`src/sv/mbc_pkg.sv`:
```
// Shared constants, configuration and control types of the band coefficient core.
package mbc_pkg;

   // Geometry and sizing of the block.
   localparam int WINDOW_MAX  = 64;
   localparam int MAX_BANDS   = 8;
   localparam int TILE_SIZES  = 5;

   // Only five size enable bits exist, so larger tile sizes never run.
   localparam int SIZE_COUNT  = (TILE_SIZES < 5) ? TILE_SIZES : 5;
   localparam int SIZE_IDX_W  = (SIZE_COUNT > 1) ? $clog2(SIZE_COUNT) : 1;

   localparam int COORD_W     = $clog2(WINDOW_MAX + 1);
   localparam int ADDR_W      = $clog2(WINDOW_MAX * WINDOW_MAX);
   localparam int AREA_W      = $clog2(WINDOW_MAX * WINDOW_MAX + 1);
   localparam int PIXEL_W     = 8;
   localparam int BAND_W      = 3;
   localparam int NBANDS_W    = 4;
   localparam int LIMIT_W     = 9;
   localparam int LIMIT_IDX_W = $clog2(MAX_BANDS + 1);
   localparam int TOTAL_W     = 16;
   localparam int SQ_W        = 2 * TOTAL_W;
   localparam int SUM_W       = 36;
   localparam int COEF_W      = 16;
   localparam int QUO_W       = 2 * SQ_W;
   localparam int ROOT_W      = SQ_W + 2;
   localparam int DIV_STEPS   = QUO_W;
   localparam int SQRT_STEPS  = ROOT_W / 2;
   localparam int DIV_CNT_W   = $clog2(DIV_STEPS + 1);
   localparam int SQRT_CNT_W  = $clog2(SQRT_STEPS + 1);

   // Configuration port.
   localparam int CSR_IDX_W   = 3;
   localparam int CSR_DATA_W  = 45;
   localparam int LOW_GROUP_W = 45;
   localparam int HIGH_GROUP_W = 36;

   localparam logic [CSR_IDX_W-1:0] CSR_WINDOW_WIDTH  = 3'd0;
   localparam logic [CSR_IDX_W-1:0] CSR_WINDOW_HEIGHT = 3'd1;
   localparam logic [CSR_IDX_W-1:0] CSR_BAND_COUNT    = 3'd2;
   localparam logic [CSR_IDX_W-1:0] CSR_SIZE_MASK     = 3'd3;
   localparam logic [CSR_IDX_W-1:0] CSR_LIMITS_LOW    = 3'd4;
   localparam logic [CSR_IDX_W-1:0] CSR_LIMITS_HIGH   = 3'd5;

   // Clamped configuration as the datapath sees it.
   typedef struct packed {
      logic [COORD_W-1:0]                   width;
      logic [COORD_W-1:0]                   height;
      logic [AREA_W-1:0]                    area;
      logic [NBANDS_W-1:0]                  bands;
      logic [4:0]                           size_mask;
      logic [MAX_BANDS:0][LIMIT_W-1:0]      limits;
   } cfg_type;

   // Commands from the controller to the datapath.
   typedef struct packed {
      logic load_en;
      logic window_start;
      logic scan_init;
      logic scan_step;
      logic band_store;
      logic band_next;
      logic band_rewind;
      logic div_start;
      logic sqrt_start;
      logic emit;
   } ctrl_cmd_type;

   // Status from the datapath to the controller.
   typedef struct packed {
      logic window_done;
      logic issue_last;
      logic band_last;
      logic sum_zero;
      logic div_idle;
      logic sqrt_idle;
      logic out_busy;
   } ctrl_status_type;

endpackage

```
`src/sv/mbc_ctrl.sv`:
```
// Sequencer that steps through loading, tile scanning and normalization.
module mbc_ctrl import mbc_pkg::*; (
   input  logic            clock,
   input  logic            reset,
   input  ctrl_status_type status,
   output ctrl_cmd_type    cmd
);

   typedef enum logic [3:0] {
      ST_LOAD, ST_INIT, ST_SCAN, ST_DRAIN, ST_STORE,
      ST_NORM, ST_DIV, ST_SQRT, ST_EMIT
   } state_type;

   state_type state_ff;
   state_type state_in;

   // Command decode and next state.
   always_comb begin
      cmd      = '0;
      state_in = state_ff;
      unique case (state_ff)
         ST_LOAD: begin
            cmd.load_en = 1'b1;
            if (status.window_done) begin
               cmd.window_start = 1'b1;
               state_in = ST_INIT;
            end
         end
         ST_INIT: begin
            cmd.scan_init = 1'b1;
            state_in = ST_SCAN;
         end
         ST_SCAN: begin
            cmd.scan_step = 1'b1;
            if (status.issue_last) state_in = ST_DRAIN;
         end
         ST_DRAIN: state_in = ST_STORE;
         ST_STORE: begin
            cmd.band_store = 1'b1;
            if (status.band_last) begin
               cmd.band_rewind = 1'b1;
               state_in = ST_NORM;
            end else begin
               cmd.band_next = 1'b1;
               state_in = ST_INIT;
            end
         end
         ST_NORM: begin
            if (status.sum_zero) begin
               state_in = ST_EMIT;
            end else begin
               cmd.div_start = 1'b1;
               state_in = ST_DIV;
            end
         end
         ST_DIV: begin
            if (status.div_idle) begin
               cmd.sqrt_start = 1'b1;
               state_in = ST_SQRT;
            end
         end
         ST_SQRT: if (status.sqrt_idle) state_in = ST_EMIT;
         ST_EMIT: begin
            if (!status.out_busy) begin
               cmd.emit = 1'b1;
               if (status.band_last) begin
                  state_in = ST_LOAD;
               end else begin
                  cmd.band_next = 1'b1;
                  state_in = ST_NORM;
               end
            end
         end
         default: state_in = ST_LOAD;
      endcase
   end

   // State register.
   always_ff @(posedge clock) begin
      if (reset) state_ff <= ST_LOAD;
      else       state_ff <= state_in;
   end

`ifndef SYNTHESIS
   // A scan step is never issued once the last one has gone out.
   a_scan_stops: assert property (@(posedge clock) disable iff (reset)
      (cmd.scan_step && status.issue_last) |=> !cmd.scan_step)
      else $error("scan continued past its last step");
   // Pixels are only taken while loading.
   a_load_only: assert property (@(posedge clock) disable iff (reset)
      cmd.load_en |-> !(cmd.scan_step || cmd.div_start || cmd.emit))
      else $error("load overlapped computation");
   // An emit never happens while the output register is full.
   a_emit_free: assert property (@(posedge clock) disable iff (reset)
      cmd.emit |-> !status.out_busy)
      else $error("emit into busy output");
`endif

endmodule

```
`config.mk`:
```
export PLATFORM = sky130hd
export DESIGN_NAME = mbc_ctrl
export DESIGN_NICKNAME = d
export VERILOG_FILES = /design/src/sv/mbc_pkg.sv /design/src/sv/mbc_ctrl.sv
export SDC_FILE = /design/constraint.sdc
export NUM_CORES = 1
export LEC_CHECK = 0
export BUFFER_PORTS_ARGS = -buffer_cell sky130_fd_sc_hd__buf_4
export CORE_AREA = 5 5 42 44
export DETAILED_ROUTE_END_ITERATION = 7
export DIE_AREA = 0 0 47 49
export GPL_ROUTABILITY_DRIVEN = 0
export PLACE_DENSITY = 0.58
export REMOVE_ABC_BUFFERS = 1
export SYNTH_ARGS = -nofsm -noshare
export SYNTH_HDL_FRONTEND = slang
export SYNTH_SLANG_ARGS = --single-unit
export TNS_END_PERCENT = 20
```
`constraint.sdc`:
```
create_clock -name clock -period 3.65 [get_ports clock]
set_input_delay 0.73 -clock clock [delete_from_list [all_inputs] [get_ports clock]]
set_output_delay 0.73 -clock clock [all_outputs]
set_load 0.02 [all_outputs]
```
# --- Yosys cells after proc, flatten, opt, wreduce, memory -nomap -nowiden ---
# Index checks and enable logic that the tools add are counted.
totals:
  reg_bits: 4
  input_bits: 9
  out_inout_bits: 10
  wordCells: 41
classes:
  n_eq_ne: 13
  n_mux: 25
  n_reduce_logical: 2
op_table:
  columns: ["cell", "count"]
  rows:
  - ["4-bit case mux with 9 select lines", 1]
  - ["4-bit 2-to-1 mux", 6]
  - ["4-bit by 3-bit == test with 1-bit output, second input constant", 4]
  - ["1-bit 2-to-1 mux", 14]
  - ["2-bit != test, second input constant", 5]
  - ["4-bit by 2-bit == test with 1-bit output, second input constant", 2]
  - ["3-bit 2-to-1 mux", 2]
  - ["5-bit AND reduction", 1]
  - ["4-bit by 1-bit == test with 1-bit output, second input constant", 1]
  - ["4-bit == test, second input constant", 1]
  - ["4-bit logical NOT", 1]
  - ["2-bit 2-to-1 mux", 1]
  - ["1-bit case mux with 2 select lines", 1]

# --- Longest topological paths before layout ---
# Gate-level depths: netlist of the first run.
depth:
  ltp_word: 3
  depth_mapped: 6
  mapped_depth_nobuf: 4

# --- Least setup slack after synthesis of the first run ---
# Ideal clock, no wire load.
synth_timing:
  kind: "reg2out"
  from: "register state_ff[0]"
  to: "output cmd[8] (netlist name)"
  arrival_ns: 1.686
  required_time_ns: 2.920
  slack_ns: 1.234
  stages_incl_launch_ff: 5
  path_buffers: 2
  path_cell_list: "dfxtp_1 > buf_2 > buf_2 > nor4_1 > and2_1"
synth_lines:
  columns: ["item", "line_no", "text"]
  rows:
  - ["start, declared", "mbc_ctrl.sv:14", "state_type state_ff;"]
  - ["start signal, assigned", "mbc_ctrl.sv:81", "else state_ff <= state_in;"]
  - ["end, declared", "mbc_ctrl.sv:6", "output ctrl_cmd_type cmd"]

==> results.yml, run 1 <==
drt:
  top_layer: "met3"
  first_iter_violations: 5
  route.met3.wl_um: 88
  wirelength_mm: 1.028
  drt-met1-wl_um: 467
  ant_nets: 0
  met2WireLength_um: 473
  vias: 451
  dr.pass1.iters: 2
  drc: 0
  routed_via_density: 5.369
  wire_per_inst_um: 12.24
final_layout:
  layout-drive-gt1-share_pct: 30.88
  diodes: 0
  seqCellArea_um2: 80.08
  final_cell_mix: "buf_4 (18), dfxtp_1 (4)"
  mostFrequentLayoutCell: "buf_4"
  num-nets-final: 79
  nFillCells: 154
  reg_top3: "state_ff (4)"
  largest_register: "state_ff"
  syn_to_final_growth_pct: 35.85
  multi_input_area_um2: 275.3
  largest_register_ffs: 4
global_route:
  antenna_found_initial: 0
  track_usage_pct: 9.705
  grt_max_degree: 20
  grt_pass1_wl_mm: 1.628
  grt-ovfl-total: 0
  grt_pass1_vias: 390
clock_tree:
  hold_buffers: 0
  clockBufferDepth: 2
  clock_latency_ps: 230
  cts_resized: 0
  clkSinkCount: 4
  htree_num_levels: 1
  tritoncts: "done"
  clk_pin_slew_ps: 30
  cts_root_buf: "clkbuf_4"
  cts_made_buffers: 3
  cts_setup_buffers: 0
critical_path:
  reg2reg_depth: 4
  arrival_ps: 1710
  end_kind: "output pin"
  r2r_slack_ps: 2120
  criticalPathCategory: "register to output pin"
  critPathRequiredTime_ps: 2920
  start_kind: "register"
  crit_fanout: 16
die:
  die_area_um2: 2303
  ios: 19
  coreArea_um2: 1401
  die_w_um: 47
  start_util_pct: 28.39
  num_rows: 14
  die_y_um: 49
hold_path:
  hold_depth: 2
  hp-class: "register to register"
yosys:
  ys_seq_area_share_pct: 20.13
  synth_area_um2: 397.9
  synthDistinctLibCells: 28
  synthArstFlopShare_pct: 0
  synth_area_per_cell_um2: 7.507
  ys_warn_count: 0
  ys_ff_latch: 4
  syn_inst: 53
  synth_flop_cell: "dfxtp_1"
  synth_edf_count: 0
sta:
  fmax_mhz: 410.2
  worst_pin_slew_ps: 547.1
  setup_viol: 0
  tns_ps: 0
  fin_crit_sh_pct: 66.80
  slew-limit-headroom_pct: 63.47
  min_period_ps: 2438
  rsz0062_at_grt: "no"
  drv_slew: 0
  hold_viol_final: 0
  setup_slack_ps: 1212
  finClkSkew_ps: 3.518
  worst_hold_slack_ps: 629.2
run_status:
  outcome: "completed"
place:
  post-dp-hpwl_um: 769.2
  preCtsSetupSlack_ps: 1438
  io_buffers: 18
power:
  vdd_drop_max_mv: 0.2759
  powerDensity_nw_per_um2: 358.0
  leakagePower_uw: 0.0002147
run:
  drv_cap: 0
==> path summary, 6_finish.rpt <==
kind,start,end
setup / recovery,state_ff[0]$_SDFFE_PP0P_,cmd[2]
hold / removal,state_ff[3]$_SDFFE_PP0P_,state_ff[3]$_SDFFE_PP0P_
setup reg to reg,state_ff[1]$_SDFFE_PP0P_,state_ff[0]$_SDFFE_PP0P_
hold reg to reg,state_ff[3]$_SDFFE_PP0P_,state_ff[3]$_SDFFE_PP0P_
==> kinds of logic (layout without fill, tap and decap cells) <==
kind of cell           Yosys count  in the layout  share of synthesized area (%)
AO/OA/AOI/OAI                   13             13                          22.64
AND/OR/NAND/NOR                 25             25                          38.99
multiplexers                     3              3                          7.547
flip-flops                       4              4                          20.13
buffers and inverters            8             23                          10.69
==> area by class of cell <==
class	count	share of cell area [%]
multi-input cells	41	50.93
repair buffers	18	25.00
flip-flops and latches	4	14.81
clock buffers	3	4.167
well taps	16	3.704
inverters	2	1.389
==> cells in the mapped netlist, drive strengths merged (2+ instances only) <==
master	n	area (um^2)
nor3	3	15.01
o21ai	2	10.01
dfxtp	4	80.08
nand2b	2	12.51
buf	5	31.28
a21oi	3	15.01
nor2	3	11.26
nor4	2	12.51
nor2b	3	18.77
nor3b	3	22.52
nor4b	2	17.52
mux2i	3	30.03
and2	2	12.51
nand3	2	10.01
inv	2	7.510
==> metal layers <==
layer / up-vias / global-route usage (%)
li1: 232 / -
met1: 205 / 12.25
met2: 14 / 13.57
met3: 0 / 4.797
met4: 0 / 4.147
met5: - / 0
==> stage by stage <==
step | instances | area [um^2] | power (uW) | util, %
2_1_floorplan | 47 | 362.8 | 109.4 | -
3_3_place_gp | 81 | 518.0 | 140.7 | 36.96
3_5_place_dp | 81 | 518.0 | 141.5 | 36.96
5_1_grt | 84 | 540.5 | 213.8 | 38.57
4_1_cts | 84 | 540.5 | 197.3 | 38.57
6_report | 84 | 540.5 | 193.5 | 38.57
==> report_power, final <==
| part | internal, uW | switching, uW | total (uW) | leakage (uW) |
|---|---|---|---|---|
| registers | 48.3 | 17.2 | 65.5 | 0.0000327 |
| logic | 38.0 | 36.8 | 74.8 | 0.000168 |
| clock network | 36.7 | 16.6 | 53.2 | 0.0000138 |
==> critical path, cell delays in order, from the launching register on <==
cell     delay, ps
dfxtp_1        620
inv_1          100
or3_1          400
nor3b_1        190
buf_4          170
Note: power is estimated with default switching activity, not from simulation.
==> run 2, diff against run 1 <==
- ABC_AREA: unset -> 1
- PLACE_DENSITY: 0.58 -> 0.62
- clock period: 3.65 -> 2.1 ns (I/O delays scaled with it)
==> run 2 against run 1 <==
  * Sequential share of layout area decreased by 0.96 points
  * Area after synthesis up 6.3%
  * Critical path depth increased by 1
  * Worst hold slack got worse by 260 ps
  * Critical endpoint is now cmd[4]
==> results.yml, run 2 <==
global_route:
  grt_pass1_vias: 437
  track_usage_pct: 10.49
  grt-ovfl-total: 0
  antenna_found_initial: 0
  grt_pass1_wl_mm: 1.752
  grt_max_degree: 9
place:
  io_buffers: 18
  post-dp-hpwl_um: 860.3
  preCtsSetupSlack_ps: 496.4
sta:
  finClkSkew_ps: 3.301
  setup_viol: 0
  rsz0062_at_grt: "no"
  worst_pin_slew_ps: 332.9
  slew-limit-headroom_pct: 77.78
  min_period_ps: 1841
  worst_hold_slack_ps: 371.0
  setup_slack_ps: 259.5
  drv_slew: 0
  fin_crit_sh_pct: 87.64
  hold_viol_final: 0
  fmax_mhz: 543.3
  tns_ps: 0
yosys:
  ys_warn_count: 0
  synth_edf_count: 0
  synthDistinctLibCells: 21
  yosysMostFrequentCell: "nand2_1"
  synth_area_leader_cell: "dfxtp_1"
  synth_area_leaders: "dfxtp_1 (19%), nand2_1 (13%), inv_1 (9.8%), nor2_1 (8.9%), buf_6 (5.3%)"
  syn_inst: 71
  synth_area_per_cell_um2: 5.956
  netlist.area_leader.share_pct: 18.93
  synth_commonest_cells: "nand2_1 (15), inv_1 (11), nor2_1 (10)"
  ys_seq_area_share_pct: 18.93
  synth_flop_cell: "dfxtp_1"
  synthArstFlopShare_pct: 0
  synth_area_um2: 422.9
  ys_ff_latch: 4
final_layout:
  layout-drive-gt1-share_pct: 38.89
  num-nets-final: 101
  final_cell_mix: "buf_4 (18), nand2_1 (15), inv_1 (11)"
  nFillCells: 156
  largest_register: "state_ff"
  largest_register_ffs: 4
  syn_to_final_growth_pct: 36.69
  final_core_util_pct: 41.25
  reg_top3: "state_ff (4)"
  diodes: 0
  mostFrequentLayoutCell: "buf_4"
drt:
  vias: 477
  wirelength_mm: 1.010
  dr.pass1.iters: 2
  ant_nets: 0
  routed_via_density: 4.500
  wire_per_inst_um: 9.528
  drc: 0
  first_iter_violations: 3
power:
  vdd_drop_max_mv: 0.4344
  powerDensity_nw_per_um2: 566.9
  totalPowerFinal_uw: 327.7
  leakagePower_uw: 0.0003320
hold_path:
  hp-class: "input pin to register"
  hold_depth: 2
  hp-start: "reset"
critical_path:
  cp_top_family: "simple AND/OR/NAND/NOR gates"
  reg2reg_depth: 8
  criticalPathCategory: "register to output pin"
  critPathLaunch: "state_ff[1]$_SDFFE_PP0P_"
  critPathRequiredTime_ps: 1680
  start_kind: "register"
  critPathSlowestCell: "dfxtp_1"
  path_cells: "nor2_2, nand3_1, nor2_1, o21a_1, buf_4"
  arrival_ps: 1420
  cp.depth: 5
  cp_slowest_stage_delay_ps: 390
  critPathBufInv: 1
  r2r-start: "state_ff[3]$_SDFFE_PP0P_"
  crit_fanout: 8
  end_kind: "output pin"
clock_tree:
  cts_root_buf: "clkbuf_4"
  clockBufferDepth: 2
  cts_setup_buffers: 0
  tritoncts: "done"
  clock_latency_ps: 230
  cts_resized: 0
  clkSinkCount: 4
  htree_num_levels: 1
  clk_pin_slew_ps: 30
  cts_made_buffers: 3
  hold_buffers: 0
die:
  die_y_um: 49
  num_rows: 14
  die_w_um: 47
  coreArea_um2: 1401
  ios: 19
  start_util_pct: 30.18
  die_area_um2: 2303
run_status:
  outcome: "completed"
run:
  drv_cap: 0
[run 2: cell types whose count changed after synthesis, sizes merged, moves of 2 or more]
cell and delta:
mux2i -3, buf -3, nor4 -2, inv +13
nand2b -2, and2 -2, nor2b -3, nor2 +11
nand3 +4, nor4b -2, nand2 +17, nor3b -3
[run 2: routing by layer]
metal  share of wire [%]  track usage, %  wire length, um
met4                   0           2.765                0
met2                  47           14.48              475
met3                 8.5           7.380               86
met5                   0               0                0
met1                  44           12.97              448
[run 2: cells by family after synthesis]
family          after synthesis  share of synthesized area [%]
buf+inv                      18                          19.52
compound gates                9                          13.61
simple gates                 40                          47.93
flops                         4                          18.94
[run 2: metrics by stage]
| step | std cells | instance area [um^2] |
|---|---|---|
| 6_report | 106 | 578.1 |
| 2_1_floorplan | 69 | 400.4 |
| 5_1_grt | 106 | 578.1 |
| 3_3_place_gp | 103 | 555.5 |
| 3_5_place_dp | 103 | 555.5 |
| 4_1_cts | 106 | 578.1 |
[run 2: worst register-to-register path, cell delays in order (launching register included)]
cell and delay [ps]:
dfxtp_1 490, inv_2 40, nand2_1 130, nor2_2 70
nand2_2 60, nand2_2 60, nor2_4 130, nand2_1 70
a21oi_2 120
[run 2: area by class of cell]
type,count,area (um^2),share of cell area [%]
flip-flops and latches,4,80.08,13.85
repair buffers,18,135.1,23.38
inverters,16,60.06,10.39
clock buffers,3,22.52,3.896
well taps,16,20.02,3.463
multi-input cells,49,260.3,45.02
[run 2: where the power goes]
part	total [uW]	switching (uW)	internal [uW]	leakage, uW
combinational	137	78.5	58.8	0.000286
sequential	98.1	14.8	83.3	0.0000326
clock	92.2	28.5	63.7	0.0000138
total	328	122	206	0.000332
[run 2: worst paths after layout]
path	to	slack, ps
max	cmd[4]	260
min	state_ff[1]$_SDFFE_PP0P_	370
max reg2reg	state_ff[1]$_SDFFE_PP0P_	860
min reg2reg	state_ff[1]$_SDFFE_PP0P_	640
