**src/sv/mbc_pkg.sv**
```systemverilog
// Shared constants, configuration and control types of the band coefficient core.
package mbc_pkg;

   // Geometry and sizing of the block.
   localparam int WINDOW_MAX  = 64;
   localparam int MAX_BANDS   = 8;
   localparam int TILE_SIZES  = 5;

   // Only five size enable bits exist, so larger tile sizes never run.
   localparam int SIZE_COUNT  = (TILE_SIZES < 5) ? TILE_SIZES : 5;
   localparam int SIZE_IDX_W  = (SIZE_COUNT > 1) ? $clog2(SIZE_COUNT) : 1;

   localparam int COORD_W     = $clog2(WINDOW_MAX + 1);
   localparam int ADDR_W      = $clog2(WINDOW_MAX * WINDOW_MAX);
   localparam int AREA_W      = $clog2(WINDOW_MAX * WINDOW_MAX + 1);
   localparam int PIXEL_W     = 8;
   localparam int BAND_W      = 3;
   localparam int NBANDS_W    = 4;
   localparam int LIMIT_W     = 9;
   localparam int LIMIT_IDX_W = $clog2(MAX_BANDS + 1);
   localparam int TOTAL_W     = 16;
   localparam int SQ_W        = 2 * TOTAL_W;
   localparam int SUM_W       = 36;
   localparam int COEF_W      = 16;
   localparam int QUO_W       = 2 * SQ_W;
   localparam int ROOT_W      = SQ_W + 2;
   localparam int DIV_STEPS   = QUO_W;
   localparam int SQRT_STEPS  = ROOT_W / 2;
   localparam int DIV_CNT_W   = $clog2(DIV_STEPS + 1);
   localparam int SQRT_CNT_W  = $clog2(SQRT_STEPS + 1);

   // Configuration port.
   localparam int CSR_IDX_W   = 3;
   localparam int CSR_DATA_W  = 45;
   localparam int LOW_GROUP_W = 45;
   localparam int HIGH_GROUP_W = 36;

   localparam logic [CSR_IDX_W-1:0] CSR_WINDOW_WIDTH  = 3'd0;
   localparam logic [CSR_IDX_W-1:0] CSR_WINDOW_HEIGHT = 3'd1;
   localparam logic [CSR_IDX_W-1:0] CSR_BAND_COUNT    = 3'd2;
   localparam logic [CSR_IDX_W-1:0] CSR_SIZE_MASK     = 3'd3;
   localparam logic [CSR_IDX_W-1:0] CSR_LIMITS_LOW    = 3'd4;
   localparam logic [CSR_IDX_W-1:0] CSR_LIMITS_HIGH   = 3'd5;

   // Clamped configuration as the datapath sees it.
   typedef struct packed {
      logic [COORD_W-1:0]                   width;
      logic [COORD_W-1:0]                   height;
      logic [AREA_W-1:0]                    area;
      logic [NBANDS_W-1:0]                  bands;
      logic [4:0]                           size_mask;
      logic [MAX_BANDS:0][LIMIT_W-1:0]      limits;
   } cfg_type;

   // Commands from the controller to the datapath.
   typedef struct packed {
      logic load_en;
      logic window_start;
      logic scan_init;
      logic scan_step;
      logic band_store;
      logic band_next;
      logic band_rewind;
      logic div_start;
      logic sqrt_start;
      logic emit;
   } ctrl_cmd_type;

   // Status from the datapath to the controller.
   typedef struct packed {
      logic window_done;
      logic issue_last;
      logic band_last;
      logic sum_zero;
      logic div_idle;
      logic sqrt_idle;
      logic out_busy;
   } ctrl_status_type;

endpackage

```
**src/sv/mbc_csr.sv**
```systemverilog
// Configuration registers with clamping of the geometry and band count.
module mbc_csr import mbc_pkg::*; (
   input  logic                  clock,
   input  logic                  reset,
   input  logic                  csr_write_en,
   input  logic [CSR_IDX_W-1:0]  csr_index,
   input  logic [CSR_DATA_W-1:0] csr_wdata,
   output cfg_type               cfg
);

   logic [6:0]              width_ff;
   logic [6:0]              height_ff;
   logic [3:0]              bands_ff;
   logic [4:0]              mask_ff;
   logic [LOW_GROUP_W-1:0]  low_ff;
   logic [HIGH_GROUP_W-1:0] high_ff;
   logic [LOW_GROUP_W+HIGH_GROUP_W-1:0] all_limits;
   logic [COORD_W-1:0]      width_c;
   logic [COORD_W-1:0]      height_c;
   logic [NBANDS_W-1:0]     bands_c;

   // Register writes; unknown indexes are dropped.
   always_ff @(posedge clock) begin
      if (reset) begin
         width_ff  <= 7'd64;
         height_ff <= 7'd64;
         bands_ff  <= 4'd1;
         mask_ff   <= 5'd1;
         low_ff    <= '0;
         high_ff   <= '0;
      end else if (csr_write_en) begin
         unique case (csr_index)
            CSR_WINDOW_WIDTH:  width_ff  <= csr_wdata[6:0];
            CSR_WINDOW_HEIGHT: height_ff <= csr_wdata[6:0];
            CSR_BAND_COUNT:    bands_ff  <= csr_wdata[3:0];
            CSR_SIZE_MASK:     mask_ff   <= csr_wdata[4:0];
            CSR_LIMITS_LOW:    low_ff    <= csr_wdata[LOW_GROUP_W-1:0];
            CSR_LIMITS_HIGH:   high_ff   <= csr_wdata[HIGH_GROUP_W-1:0];
            default: ;
         endcase
      end
   end

   // Zero reads as one, anything above the maximum saturates.
   always_comb begin
      if (width_ff == 7'd0)                 width_c = COORD_W'(1);
      else if (int'(width_ff) > WINDOW_MAX) width_c = COORD_W'(WINDOW_MAX);
      else                                  width_c = COORD_W'(width_ff);
      if (height_ff == 7'd0)                 height_c = COORD_W'(1);
      else if (int'(height_ff) > WINDOW_MAX) height_c = COORD_W'(WINDOW_MAX);
      else                                   height_c = COORD_W'(height_ff);
      if (bands_ff == 4'd0)                 bands_c = NBANDS_W'(1);
      else if (int'(bands_ff) > MAX_BANDS)  bands_c = NBANDS_W'(MAX_BANDS);
      else                                  bands_c = bands_ff;
   end

   assign all_limits    = {high_ff, low_ff};
   assign cfg.width     = width_c;
   assign cfg.height    = height_c;
   assign cfg.area      = AREA_W'(width_c) * AREA_W'(height_c);
   assign cfg.bands     = bands_c;
   assign cfg.size_mask = mask_ff;
   assign cfg.limits    = all_limits[(MAX_BANDS+1)*LIMIT_W-1:0];

endmodule

```
**config.mk**
```make
export PLATFORM = sky130hd
export DESIGN_NAME = mbc_csr
export DESIGN_NICKNAME = d
export VERILOG_FILES = /design/src/sv/mbc_pkg.sv /design/src/sv/mbc_csr.sv
export SDC_FILE = /design/constraint.sdc
export NUM_CORES = 1
export LEC_CHECK = 0
export ABC_CLOCK_PERIOD_IN_PS = 11400
export BUFFER_PORTS_ARGS = -buffer_cell sky130_fd_sc_hd__buf_4
export CORE_MARGIN = 8
export CORE_UTILIZATION = 40
export CTS_CLUSTER_SIZE = 14
export DETAILED_ROUTE_END_ITERATION = 8
export GPL_TIMING_DRIVEN = 0
export MAX_ROUTING_LAYER = met4
export PLACE_DENSITY = 0.76
export SLEW_MARGIN = 25
export SYNTH_ARGS = -nofsm -noshare
export SYNTH_HDL_FRONTEND = slang
export SYNTH_SLANG_ARGS = --single-unit
```
**constraint.sdc**
```tcl
create_clock -name clock -period 11.4 [get_ports clock]
set_input_delay 2.28 -clock clock [delete_from_list [all_inputs] [get_ports clock]]
set_output_delay 2.28 -clock clock [all_outputs]
set_load 0.01 [all_outputs]
```
Word level (Yosys, flattened, before mapping)

Cells that the tools add are included.

Flip-flop bits (word level): 104
Bits in latches: 0
Bits in writable memories: 0
ROM bits: 0
Input bits: 51
Word-level logic and storage cells: 31
Memories kept: 0

Add/subtract/negate cells: 0
Multiply operators: 1
Divide/modulo/power cells: 0
Order comparisons: 3
Eq/ne operators: 5
Shifts and indexed selects: 0
Mux-type cells: 6
Bitwise operators: 0
Reductions and logical operators: 10

Operator list:

| operator           | number |
|---|---|
| $mux 7             | 4 |
| $gt 7x7->1 const B | 2 |
| $logic_not 7->1    | 2 |
| $mul 7x7->13       | 1 |
| $reduce_and 2->1   | 6 |
| $mux 4             | 2 |
| $eq 3x2->1 const B | 2 |
| $eq 3x3->1 const B | 2 |
| $gt 4x4->1 const B | 1 |
| $logic_not 4->1    | 1 |
| $eq 3x1->1 const B | 1 |
| $logic_not 3->1    | 1 |

Logic depth before layout (Yosys ltp)

Gate-level depths: netlist of the first run.

Word-level depth: 4
Mapped depth: 17
Depth with buffers taken out: 17

Worst setup path after synthesis of the first run

Ideal clock, no wire load.

Kind: register -> output
Start: register width_ff[1]
End: output cfg[101] (netlist name)
Data arrival time: 4.884 ns
Required time: 9.120 ns
Slack: 4.236 ns
Stages on the path, launching flop included: 18
Buffers on the path: 0
Path through: dfxtp_1 -> or4_1 -> nor2_1 -> o21bai_1 -> inv_1 -> nand2_1 -> fa_1 -> fa_1 -> inv_1 -> fa_1 -> inv_1 -> fa_1 -> inv_1 -> ha_1 -> and3_4 -> a2111oi_4 -> nor3_1 -> or3_1

RTL lines:

| element                  | line          | RTL |
|---|---|---|
| start: declaration       | mbc_csr.sv:11 | `logic [6:0] width_ff;` |
| start signal: assignment | mbc_csr.sv:33 | `CSR_WINDOW_WIDTH: width_ff <= csr_wdata[6:0];` |
| end: declaration         | mbc_csr.sv:8  | `output cfg_type cfg` |

==> results of run 1 <==
[cell usage in the layout, fill, tap and decap left out, types with 5 or more instances in the layout]
cell | netlist | final
nor2b_1 | 9 | 9
nand2_1 | 188 | 188
fa_1 | 23 | 23
a21oi_1 | 85 | 85
and2_1 | 13 | 13
xnor2_1 | 10 | 10
a211oi_1 | 5 | 5
clkbuf_1 | 25 | 25
nand2b_1 | 8 | 8
dfxtp_1 | 104 | 104
buf_4 | 0 | 164
buf_2 | 14 | 14
a211o_1 | 5 | 5
clkbuf_16 | 0 | 9
inv_1 | 34 | 34
nor2_1 | 43 | 43
ha_1 | 30 | 30
mux2i_1 | 19 | 19
[through the flow]
step | area (um^2) | std cells | power, uW | util, %
floorplan | 5368 | 651 | 414.4 | -
global placement | 6819 | 991 | 451.9 | 51.70
detailed placement | 6819 | 991 | 453.0 | 51.70
CTS | 7174 | 1007 | 808.2 | 54.39
global route | 7177 | 1008 | 829.6 | 54.41
finish | 7177 | 1008 | 801.9 | 54.41
[logic make-up after synthesis]
kind of cell	Yosys count
compound gates	106
fa+ha+maj	53
simple gates	284
buf+inv	73
flops	104
mux	19
xor+xnor	12
[synth_stat cells]
cell type    n  area (um^2)
dfxtp_1    104         2082
o21a_1       1        7.510
nor2_2       1        6.260
and3_4       1        11.26
a21oi_1     85        425.4
and2_1      13        81.33
o2111a_1     1        11.26
and3_1       1        6.260
mux2i_1     19        190.2
a2111oi_2    1        15.01
nor3_2       1        10.01
xor2_1       2        17.52
or4_1        2        15.01
nor2_4       1        11.26
nor3b_2      1        12.51
a211oi_1     5        37.54
nand2_1    188        705.7
nor2b_1      9        56.30
ha_1        30        375.4
a211o_1      5        43.79
and3_2       3        22.52
or2_2        2        12.51
o221ai_1     1        8.760
nand2b_4     1        13.76
nor3_1       3        15.01
buf_2       14        70.07
or3_1        2        12.51
fa_1        23        460.4
clkbuf_1    25        93.84
nand2b_1     8        50.05
a21o_1       4        30.03
nand4b_1     1        8.760
and2_2       1        7.510
o21bai_1     2        15.01
inv_1       34        127.6
nand3_1      1        5.000
a2111oi_4    1        27.53
nor2_1      43        161.4
nor3_4       1        16.27
xnor2_1     10        87.58
[worst max-delay path, delay by kind of cell, from the launching register on]
kind            cells  cell delay (ns)
simple gates        6             1.39
flops               1             0.33
compound gates      2             0.61
buf+inv             5             0.48
fa+ha+maj           5             2.49
[layer usage]
metal | share of wire [%] | vias to the layer above | wire length (um) | track usage [%]
met1 | 44 | 2278 | 6819 | 21.53
li1 | - | 2449 | - | -
met2 | 48 | 110 | 7427 | 28.53
met3 | 4.7 | 22 | 715 | 4.306
met5 | 0 | - | 0 | -
met4 | 2.5 | 0 | 389 | 5.424
[registers in the layout, indices dropped and copies added, names as in the netlist]
name and flops:
bands_ff 4, height_ff 7, high_ff 36, low_ff 45
mask_ff 5, width_ff 7
[power groups by stage]
stage,Clock [uW],Combinational (uW),Sequential (uW)
3_5_place_dp,0,69.1,384
2_1_floorplan,0,28.1,386
4_1_cts,363,69.3,376
3_3_place_gp,0,68.2,384
6_report,358,68.7,376
5_1_grt,378,75.1,376
[how the worst max path moves through the flow]
| stage | startpoint | endpoint | slack, ns | cells past startpoint |
|---|---|---|---|---|
| floorplan | width_ff[1] | cfg[101] | 4.24 | 17 |
| global placement | width_ff[1] | cfg[101] | 3.86 | 18 |
| detailed placement | width_ff[1] | cfg[101] | 3.83 | 18 |
| CTS | width_ff[1] | cfg[101] | 3.45 | 18 |
| global route | width_ff[1] | cfg[101] | 3.15 | 18 |
| finish | width_ff[1] | cfg[101] | 3.47 | 18 |
[final cells by class]
cell class	instances	area, um^2
fillers	1243	6013
multi-input cells	474	2994
flip-flops and latches	104	2082
repair buffers	164	1231
clock buffers	11	252.7
well taps	176	220.2
plain buffers	39	163.9
inverters	34	127.6
clock inverters	5	102.6
diodes	1	2.502
==> impl_metrics.csv, run 1 <==
group,metric,value,unit
setup_path,r2r-end,"width_ff[6]",
hold_path,hold_start,"low_ff[17]",
floorplan,die_w,131.8,um
outcome,status,"finished, final reports clean",
cts,clockBufferDepth,2,
synth,yosys.area_share.simple,23.12,%
power,power.combinational.fraction,8.6,%
floorplan,initial_core_util,40.69,%
cts,cts.sink_count,104,
sta,rsz0062_at_grt,"false",
grt,antenna_found_initial,1,
grt,grt_pass1_vias,4632,
cts,ctsResizeCount,0,
floorplan,core,13190,um^2
sta,slew_viol_final,0,
routing,final_antenna_net_count,0,
cts,cts_buffers,9,
hold_path,min_to,"low_ff[17]",
synth,synth_xor_area_share,1.958,%
setup_path,rrSetupSlack,10.23,ns
grt,grt_max_degree,17,
power,p_int,628.6,uW
power,clkPwrFrac,44.6,%
power,p_sw_share,21.61,%
cts,cts-hold-fix-buffers,0,
synth,synth.ff_latch_count,104,
routing,wl_per_cell,15.23,um
synth,synth_fp_nets,755,
sta,setup_slack,3.472,ns
setup_path,cp.required,9.12,ns
cts,insertion_delay,0.34,ns
power,power_switching,173.3,uW
sta,hold_viol,0,
placed_design,dp_hpwl,12.05,mm
sta,final.period_utilization,69.55,%
setup_path,cp_slowest_stage_delay,0.55,ns
placed_design,io_buffers,164,
sta,tightest_slew,0.5850,ns
synth,netlist_area,5368,um^2
floorplan,die_h,131.8,um
routing,wirelength,15.35,mm
hold_path,whs_path_depth,2,
floorplan,io_pins,168,
setup_path,reg2reg_depth,3,
synth,avgSynthCellArea,8.245,um^2
placed_design,place_congestion,0.8386,
synth,yosysWarnings,0,
setup_path,cp_max_fo,6,
routing,remaining_drc_errors,0,
sta,slew_headroom,60.79,%
grt,grt_usage,17.72,%
routing,via_per_inst,4.820,
power,power.leakage,0.003290,uW
setup_path,start_kind,"register",
synth,syn_inst,651,
power,powerDensity,111.7,nW/um^2
synth,synthMuxAreaShare,3.543,%
sta,min_period,7.928,ns
routing,drtIter0Drc,287,
sta,fin_skew,0,ns
setup_path,end_kind,"output port",
layout,layout-drive-gt1-share,25.15,%
hold_path,worst_hold_path_type,"reg -> reg",
synth,synthAdderAreaFrac,15.57,%
sta,setup_viol,0,
layout,nets,930,
floorplan,num_rows,42,
cts,cts_tree,"done",
routing,drtPass1Iterations,4,
sta,setup_tns,0,ns
power,peakVddDrop,0.07798,mV
grt,grt-ovfl-total,0,
layout,syn_to_final_growth,33.71,%
sta,fmax,126.1,MHz
setup_path,crit_slowest_cell,"fa_1",
sta,hold_slack,0.4539,ns
synth,ys_seq_area_share,38.79,%
cts,cts-root-buf,"clkbuf_16",
routing,vias,4859,
cts,post_cts_buffers,0,
synth,synth-compound-area-share,11.59,%
cts,clk_transition_reported_paths,0.07,ns
setup_path,path_class,"reg -> out",
job,drv_cap,0,
floorplan,dieArea,17380,um^2
setup_path,reg2reg_from,"width_ff[6]",
setup_path,path_cells,"or4_1, nor2_1, o21bai_1, inv_1, nand2_1, fa_1, fa_1, inv_1, fa_1, inv_1, fa_1, inv_1, ha_1, and3_4, a2111oi_4, nor3_1, or3_1, buf_4",
synth,synth_top_family_by_area,"simple AND/OR/NAND/NOR gates",
synth,ys_types,40,
setup_path,cp.arrival,5.65,ns
grt,grt_pass1_wl,24.41,mm
cts,cts-htree-levels,3,
placed_design,place_worst_setup_slack,3.831,ns
power,power_frac_seq,46.8,%
(Power assumes the default switching activity.)
==> run 2, diff against run 1 <==
--- a/config.mk
+++ b/config.mk
@@ -5,7 +5,8 @@
 export SDC_FILE = /design/constraint.sdc
 export NUM_CORES = 1
 export LEC_CHECK = 0
-export ABC_CLOCK_PERIOD_IN_PS = 11400
+export ABC_AREA = 1
+export ABC_CLOCK_PERIOD_IN_PS = 7400
 export BUFFER_PORTS_ARGS = -buffer_cell sky130_fd_sc_hd__buf_4
 export CORE_MARGIN = 8
 export CORE_UTILIZATION = 40
==> constraint.sdc (replaced) <==
create_clock -name clock -period 7.4 [get_ports clock]
set_input_delay 1.48 -clock clock [delete_from_list [all_inputs] [get_ports clock]]
set_output_delay 1.48 -clock clock [all_outputs]
set_load 0.01 [all_outputs]
==> run 2 against run 1 <==
  * Hold slack improved by 0.020 ns
  * Clock power rose by 45%
  * Clock skew did not move
  * Critical path depth did not move
  * Core utilization fell by 0.078 points
  * Combinational power rose by 98%
  * First-iteration DRC count fell by 16%
  * Worst setup slack got worse by 2.3 ns
  * Global-route usage rose by 0.55 points
  * Design area fell by 0.54%
  * Flip-flop and latch count did not move
  * Sequential share of layout area rose by 0.16 points
  * Critical endpoint is now cfg[97]
==> impl_metrics.csv, run 2 <==
group,metric,value,unit
outcome,status,"finished, final reports clean",
sta,min_period,6.236,ns
power,power_switching,289.4,uW
cts,clk_transition_reported_paths,0.06,ns
hold_path,worst_hold_path_type,"reg -> reg",
floorplan,die_h,131.5,um
floorplan,dieArea,17290,um^2
sta,final.period_utilization,84.27,%
setup_path,cp.arrival,4.76,ns
power,powerDensity,174.5,nW/um^2
sta,setup_tns,0,ns
synth,avgSynthCellArea,7.327,um^2
hold_path,hold_start,"mask_ff[2]",
layout,layout-drive-gt1-share,22.31,%
setup_path,reg2reg_depth,3,
sta,fin_skew,0,ns
layout,largest_reg_flops,45,
placed_design,placed_area,6808,um^2
cts,insertion_delay,0.34,ns
synth,yosysMostFrequentCell,"nor2_1",
cts,cts.sink_count,104,
cts,post_cts_buffers,0,
routing,remaining_drc_errors,0,
setup_path,crit_family,"adder cells",
placed_design,place_worst_setup_slack,1.525,ns
synth,synth_fp_nets,832,
synth,ys_seq_area_share,39.03,%
grt,grt_pass1_vias,5056,
placed_design,dp.cells,1071,
floorplan,core,13140,um^2
placed_design,dp_hpwl,12.29,mm
sta,hold_viol,0,
setup_path,cp_max_fo,10,
power,clkPwrFrac,41.8,%
sta,slew_headroom,63.89,%
synth,synth-main-ff-cell,"dfxtp_1",
grt,grt_pass1_wl,25.16,mm
grt,grt_max_degree,17,
layout,syn_to_final_growth,33.83,%
cts,ctsResizeCount,0,
synth,yosys.area.top_type_share,39.03,%
routing,vias,5098,
power,p_int,955.9,uW
routing,final_antenna_net_count,0,
setup_path,path_cells,"buf_2, inv_1, nand3_1, nand2_1, nand2_1, fa_1, fa_1, inv_1, fa_1, inv_1, fa_1, inv_1, ha_1, a21oi_1, nand2_1, a21oi_1, xnor2_1, buf_4",
floorplan,die_w,131.5,um
floorplan,initial_core_util,40.60,%
grt,grt-ovfl-total,0,
sta,slew_viol_final,0,
cts,cts-hold-fix-buffers,0,
sta,fmax,160.4,MHz
routing,drtIter0Drc,242,
cts,cts-htree-levels,3,
routing,wl_per_cell,14.30,um
layout,final_core_util,54.33,%
cts,cts_tree,"done",
synth,synth_edf_count,0,
routing,wirelength,15.53,mm
layout,fin_cells,1086,
sta,setup_slack,1.164,ns
layout,nets,1010,
setup_path,start_kind,"register",
synth,synth_area_leaders,"dfxtp_1, nor2_1, o21ai_0",
synth,ys_types,27,
setup_path,cp_slowest_stage_delay,0.55,ns
layout,fin_area,7138,um^2
placed_design,place_congestion,0.8455,
setup_path,cp.required,5.92,ns
grt,grt_usage,18.28,%
cts,clockBufferDepth,2,
layout,mostFrequentLayoutCells,"nor2_1, buf_4, dfxtp_1",
cts,cts-root-buf,"clkbuf_16",
power,power_frac_seq,47.3,%
sta,setup_viol,0,
setup_path,path_buf_inv,6,
hold_path,whs_path_depth,2,
power,power.combinational.fraction,10.9,%
floorplan,num_rows,42,
routing,drtPass1Iterations,5,
synth,synth_top_area_cell,"dfxtp_1",
grt,antenna_found_initial,0,
synth,netlist_area,5334,um^2
synth,synth_common_cells,"nor2_1, dfxtp_1, o21ai_0",
job,drv_cap,0,
setup_path,rrSetupSlack,6.46,ns
setup_path,crit_slowest_cell,"fa_1",
synth,syn_inst,728,
power,p_sw_share,23.24,%
sta,tightest_slew,0.5396,ns
placed_design,io_buffers,167,
setup_path,end_kind,"output port",
synth,synth.ff_latch_count,104,
setup_path,r2r-end,"width_ff[6]",
floorplan,io_pins,168,
setup_path,path_class,"reg -> out",
layout,final_common_cell,"nor2_1",
hold_path,min_to,"mask_ff[2]",
setup_path,reg2reg_from,"width_ff[6]",
sta,rsz0062_at_grt,"false",
layout,largest_register,"low_ff",
power,power.leakage,0.003521,uW
cts,cts_buffers,9,
layout,n_antenna_cell,0,
routing,via_per_inst,4.694,
power,peakVddDrop,0.1509,mV
synth,async_flop_share,0,%
layout,top_regs,"low_ff: 45 flops, high_ff: 36 flops",
synth,yosysWarnings,0,
==> run 2: changes by cell type after synthesis, moves of 13 or more <==
cell	delta
and2_1	-13
nand3_1	+17
nand2_1	-98
nor2_1	+182
a21oi_1	-67
o21ai_0	+96
inv_1	+35
mux2i_1	-19
==> run 2: cells by family after synthesis <==
kind of cell	count (synthesis)	share of synthesized area (%)
xor+xnor	6	0.9854
compound gates	119	11.35
simple gates	341	24.89
fa+ha+maj	53	15.67
buf+inv	105	8.069
flops	104	39.03
==> run 2: stage by stage <==
step | power [uW] | hold WS, ns
6_report | 1245 | 0.4734
5_1_grt | 1292 | 0.4981
4_1_cts | 1251 | 0.4723
3_5_place_dp | 738.6 | 0.4571
3_3_place_gp | 736.4 | 0.4527
2_1_floorplan | 666.0 | 0.4427
==> run 2: layout make-up <==
cell class	count	area [um^2]
sequential	104	2082
buffer	30	146.4
fill	1293	6000
clock buffer	11	252.7
timing repair buffer	167	1254
inverter	75	284.0
tap	176	220.2
multi-input combinational	519	2821
clock inverter	4	77.57
==> run 2: tightest hold or removal path, stage by stage, from the launching register on <==
cell and delay (ns):
dfxtp_1 0.31, nand2_1 0.06, a21oi_1 0.06
==> run 2: power by group through the flow <==
stage          Combinational [uW]  Clock, uW  Sequential [uW]
2_1_floorplan                57.7          0              608
5_1_grt                       153        547              591
6_report                      136        520              589
4_1_cts                       137        524              589
3_3_place_gp                  136          0              601
3_5_place_dp                  137          0              602
==> run 2: metal layers <==
metal / up-vias / GRT usage, % / share of wire, %
met5: - / - / 0
met4: 0 / 5.041 / 1.2
met3: 16 / 6.555 / 9.2
met2: 156 / 29.52 / 46
met1: 2298 / 21.07 / 43
li1: 2628 / - / -
==> run 2: how the worst max path moves through the flow <==
| stage | from | to | slack, ns | depth (start not counted) |
|---|---|---|---|---|
| final | width_ff[6] | cfg[97] | 1.16 | 18 |
| after global routing | width_ff[6] | cfg[102] | 0.80 | 21 |
| after CTS | width_ff[6] | cfg[102] | 1.15 | 21 |
| after detailed placement | width_ff[6] | cfg[102] | 1.53 | 21 |
| after global placement | width_ff[6] | cfg[102] | 1.55 | 21 |
| after floorplan | width_ff[6] | cfg[97] | 1.91 | 17 |
==> run 3, diff against run 2 <==
--- a/config.mk
+++ b/config.mk
@@ -5,8 +5,8 @@
 export SDC_FILE = /design/constraint.sdc
 export NUM_CORES = 1
 export LEC_CHECK = 0
-export ABC_AREA = 1
-export ABC_CLOCK_PERIOD_IN_PS = 7400
+export ABC_AREA = 0
+export ABC_CLOCK_PERIOD_IN_PS = 5150
 export BUFFER_PORTS_ARGS = -buffer_cell sky130_fd_sc_hd__buf_4
 export CORE_MARGIN = 8
 export CORE_UTILIZATION = 40
@@ -14,7 +14,7 @@
 export DETAILED_ROUTE_END_ITERATION = 8
 export GPL_TIMING_DRIVEN = 0
 export MAX_ROUTING_LAYER = met4
-export PLACE_DENSITY = 0.76
+export PLACE_DENSITY = 0.79
 export SLEW_MARGIN = 25
 export SYNTH_ARGS = -nofsm -noshare
 export SYNTH_HDL_FRONTEND = slang
==> constraint.sdc (replaced) <==
create_clock -name clock -period 5.15 [get_ports clock]
set_input_delay 1.03 -clock clock [delete_from_list [all_inputs] [get_ports clock]]
set_output_delay 1.03 -clock clock [all_outputs]
set_load 0.01 [all_outputs]
==> run 3 against run 2 <==
  * The run now ends with setup timing left
  * Routed wire length grew 3.0%
  * Register-to-register slack lost 2.4 ns
  * Critical path depth grew 1
  * Clock skew is the same
  * Sequential share of layout area shrank 1.4 points
  * Worst setup slack lost 2.0 ns
  * First-iteration DRC count grew 26%
  * Die area grew 0.56%
  * Design area grew 5.1%
  * Clock power grew 49%
  * Combinational power grew 18%
  * Core utilization grew 2.5 points
==> impl_metrics.csv, run 3 (same netlist as run 1, synthesis figures left out) <==
group,metric,value,unit
layout,final_common_cell,"nand2_1",
cts,cts.sink_count,104,
sta,slew_viol_final,0,
job,drv_cap,0,
sta,hold_viol,0,
routing,wl_per_cell,15.66,um
sta,tightest_slew,0.6488,ns
routing,final_antenna_net_count,0,
floorplan,dieArea,17380,um^2
placed_design,place_congestion,0.8419,
cts,clk_transition_reported_paths,0.07,ns
placed_design,placed_area,6878,um^2
cts,clockBufferDepth,2,
setup_path,end_kind,"output port",
grt,grt_pass1_wl,25.95,mm
sta,fin_skew,0,ns
setup_path,start_kind,"register",
layout,regArea,2085,um^2
layout,nets,944,
floorplan,die_w,131.8,um
floorplan,initial_core_util,40.69,%
routing,drtPass1Iterations,5,
grt,antenna_found_initial,0,
outcome,status,"finished, violations left",
grt,grt_usage,18.70,%
cts,cts_tree,"done",
setup_path,path_cells,"or4_4, nor2_4, o21bai_4, inv_2, nand2_2, fa_1, fa_1, inv_1, fa_1, inv_1, fa_1, inv_2, ha_4, buf_4, and3_4, a2111oi_4, buf_4, xnor2_2, buf_4",
layout,largest_register,"low_ff",
floorplan,num_rows,42,
setup_path,crit_family,"adder cells",
routing,via_per_inst,4.865,
power,powerDensity,235.7,nW/um^2
hold_path,worst_hold_path_type,"reg -> reg",
layout,largest_reg_flops,45,
sta,fmax,165.9,MHz
setup_path,crit_slowest_cell,"or4_4",
layout,fin_area,7501,um^2
routing,met1Wirelength,7.047,mm
layout,n_antenna_cell,0,
cts,cts-htree-levels,3,
cts,cts-hold-fix-buffers,0,
layout,final_core_util,56.87,%
sta,setup_slack,-0.8778,ns
routing,routed.top_layer,"met4",
power,power.leakage,0.003393,uW
setup_path,path_buf_inv,7,
sta,setup_viol,7,
power,peakVddDrop,0.1621,mV
placed_design,dp_hpwl,12.12,mm
setup_path,cpMostUsedCell,"fa_1",
routing,wl_met2,7.681,mm
routing,remaining_drc_errors,0,
grt,grt_pass1_vias,5105,
layout,layout-drive-gt1-share,30.53,%
floorplan,die_h,131.8,um
setup_path,path_class,"reg -> out",
setup_path,cp_max_fo,4,
outcome,failed_checks,"setup timing",
sta,final.period_utilization,117.0,%
sta,rsz0062_at_grt,"true",
placed_design,dp.cells,991,
routing,vias,4967,
layout,fin_cells,1021,
floorplan,io_pins,168,
setup_path,cp.required,4.12,ns
layout,syn_to_final_growth,39.74,%
cts,cts_buffers,9,
setup_path,cp_slowest_stage_delay,0.53,ns
layout,mostFrequentLayoutCells,"nand2_1, buf_4, dfxtp_1",
layout,multi_input_area,3201,um^2
floorplan,core,13190,um^2
placed_design,io_buffers,164,
layout,fill_cells,1229,
grt,grt-ovfl-total,0,
routing,wirelength,15.99,mm
sta,min_period,6.028,ns
cts,insertion_delay,0.34,ns
layout,top_regs,"low_ff: 45 flops, high_ff: 36 flops",
setup_path,cp.arrival,5.00,ns
routing,drtIter0Drc,305,
cts,cts-root-buf,"clkbuf_16",
routing,routed-wl-met3,741,um
grt,grt_max_degree,18,
sta,slew_headroom,56.51,%
run 3: cell count changes in the layout (fill, tap and decap cells not counted), moves of 19 or more:
| cell | before | now |
|---|---|---|
| nor2_1 | 225 | 42 |
| nand2_1 | 90 | 186 |
| o21ai_0 | 96 | 0 |
| a21oi_1 | 18 | 82 |
| inv_1 | 69 | 30 |
| mux2i_1 | 0 | 19 |
run 3: worst reg2reg max path: stages (launching register included):
cell and delay, ns:
dfxtp_1 0.36, clkbuf_4 0.21, nor2b_1 0.15, a211o_1 0.28
run 3: per-layer routing:
| metal | vias to the layer above | GRT usage, % |
|---|---|---|
| met4 | 0 | 6.637 |
| met5 | - | - |
| met1 | 2324 | 22.09 |
| li1 | 2464 | - |
| met2 | 147 | 31.01 |
| met3 | 32 | 3.849 |
run 3: worst paths after layout:
check	start	end	slack, ns	cells after the start
setup / recovery	width_ff[4]	cfg[98]	-0.88	19
setup reg to reg	width_ff[6]	width_ff[6]	4.05	3
hold / removal	low_ff[23]	low_ff[23]	0.45	2
hold reg to reg	low_ff[23]	low_ff[23]	0.45	2
run 3: timing repair:
action | CTS | global route
setup endpoints to repair | 7 | 8
resized for setup | 20 | 26
setup buffers | 15 | 3
pin swaps | 21 | 11
run 3: report_power, final:
part           total [uW]  internal (uW)  switching (uW)
sequential            832            821            10.3
combinational         160           74.2            85.7
clock                 777            476             301
total                1770           1370             397
run 3: final cells by class:
| type | count | share of cell area [%] |
|---|---|---|
| Multi-Input combinational cell | 474 | 42.67 |
| Sequential cell | 104 | 27.79 |
| Timing Repair Buffer | 178 | 18.02 |
| Clock buffer | 9 | 3.003 |
| Tap cell | 176 | 2.936 |
| Buffer | 39 | 2.285 |
| Inverter | 34 | 1.701 |
| Clock inverter | 7 | 1.601 |
run 3: through the flow:
stage          setup TNS, ns  hold WS [ns]  power (uW)  setup WS (ns)
2_1_floorplan         -1.141        0.4610       918.6        -0.3535
3_3_place_gp          -2.700        0.4423        1002        -0.6512
3_5_place_dp          -2.953        0.4466        1004        -0.6865
4_1_cts               -4.985        0.4562        1775        -0.9224
5_1_grt               -6.030        0.4667        1830         -1.051
6_report              -4.880        0.4547        1768        -0.8778
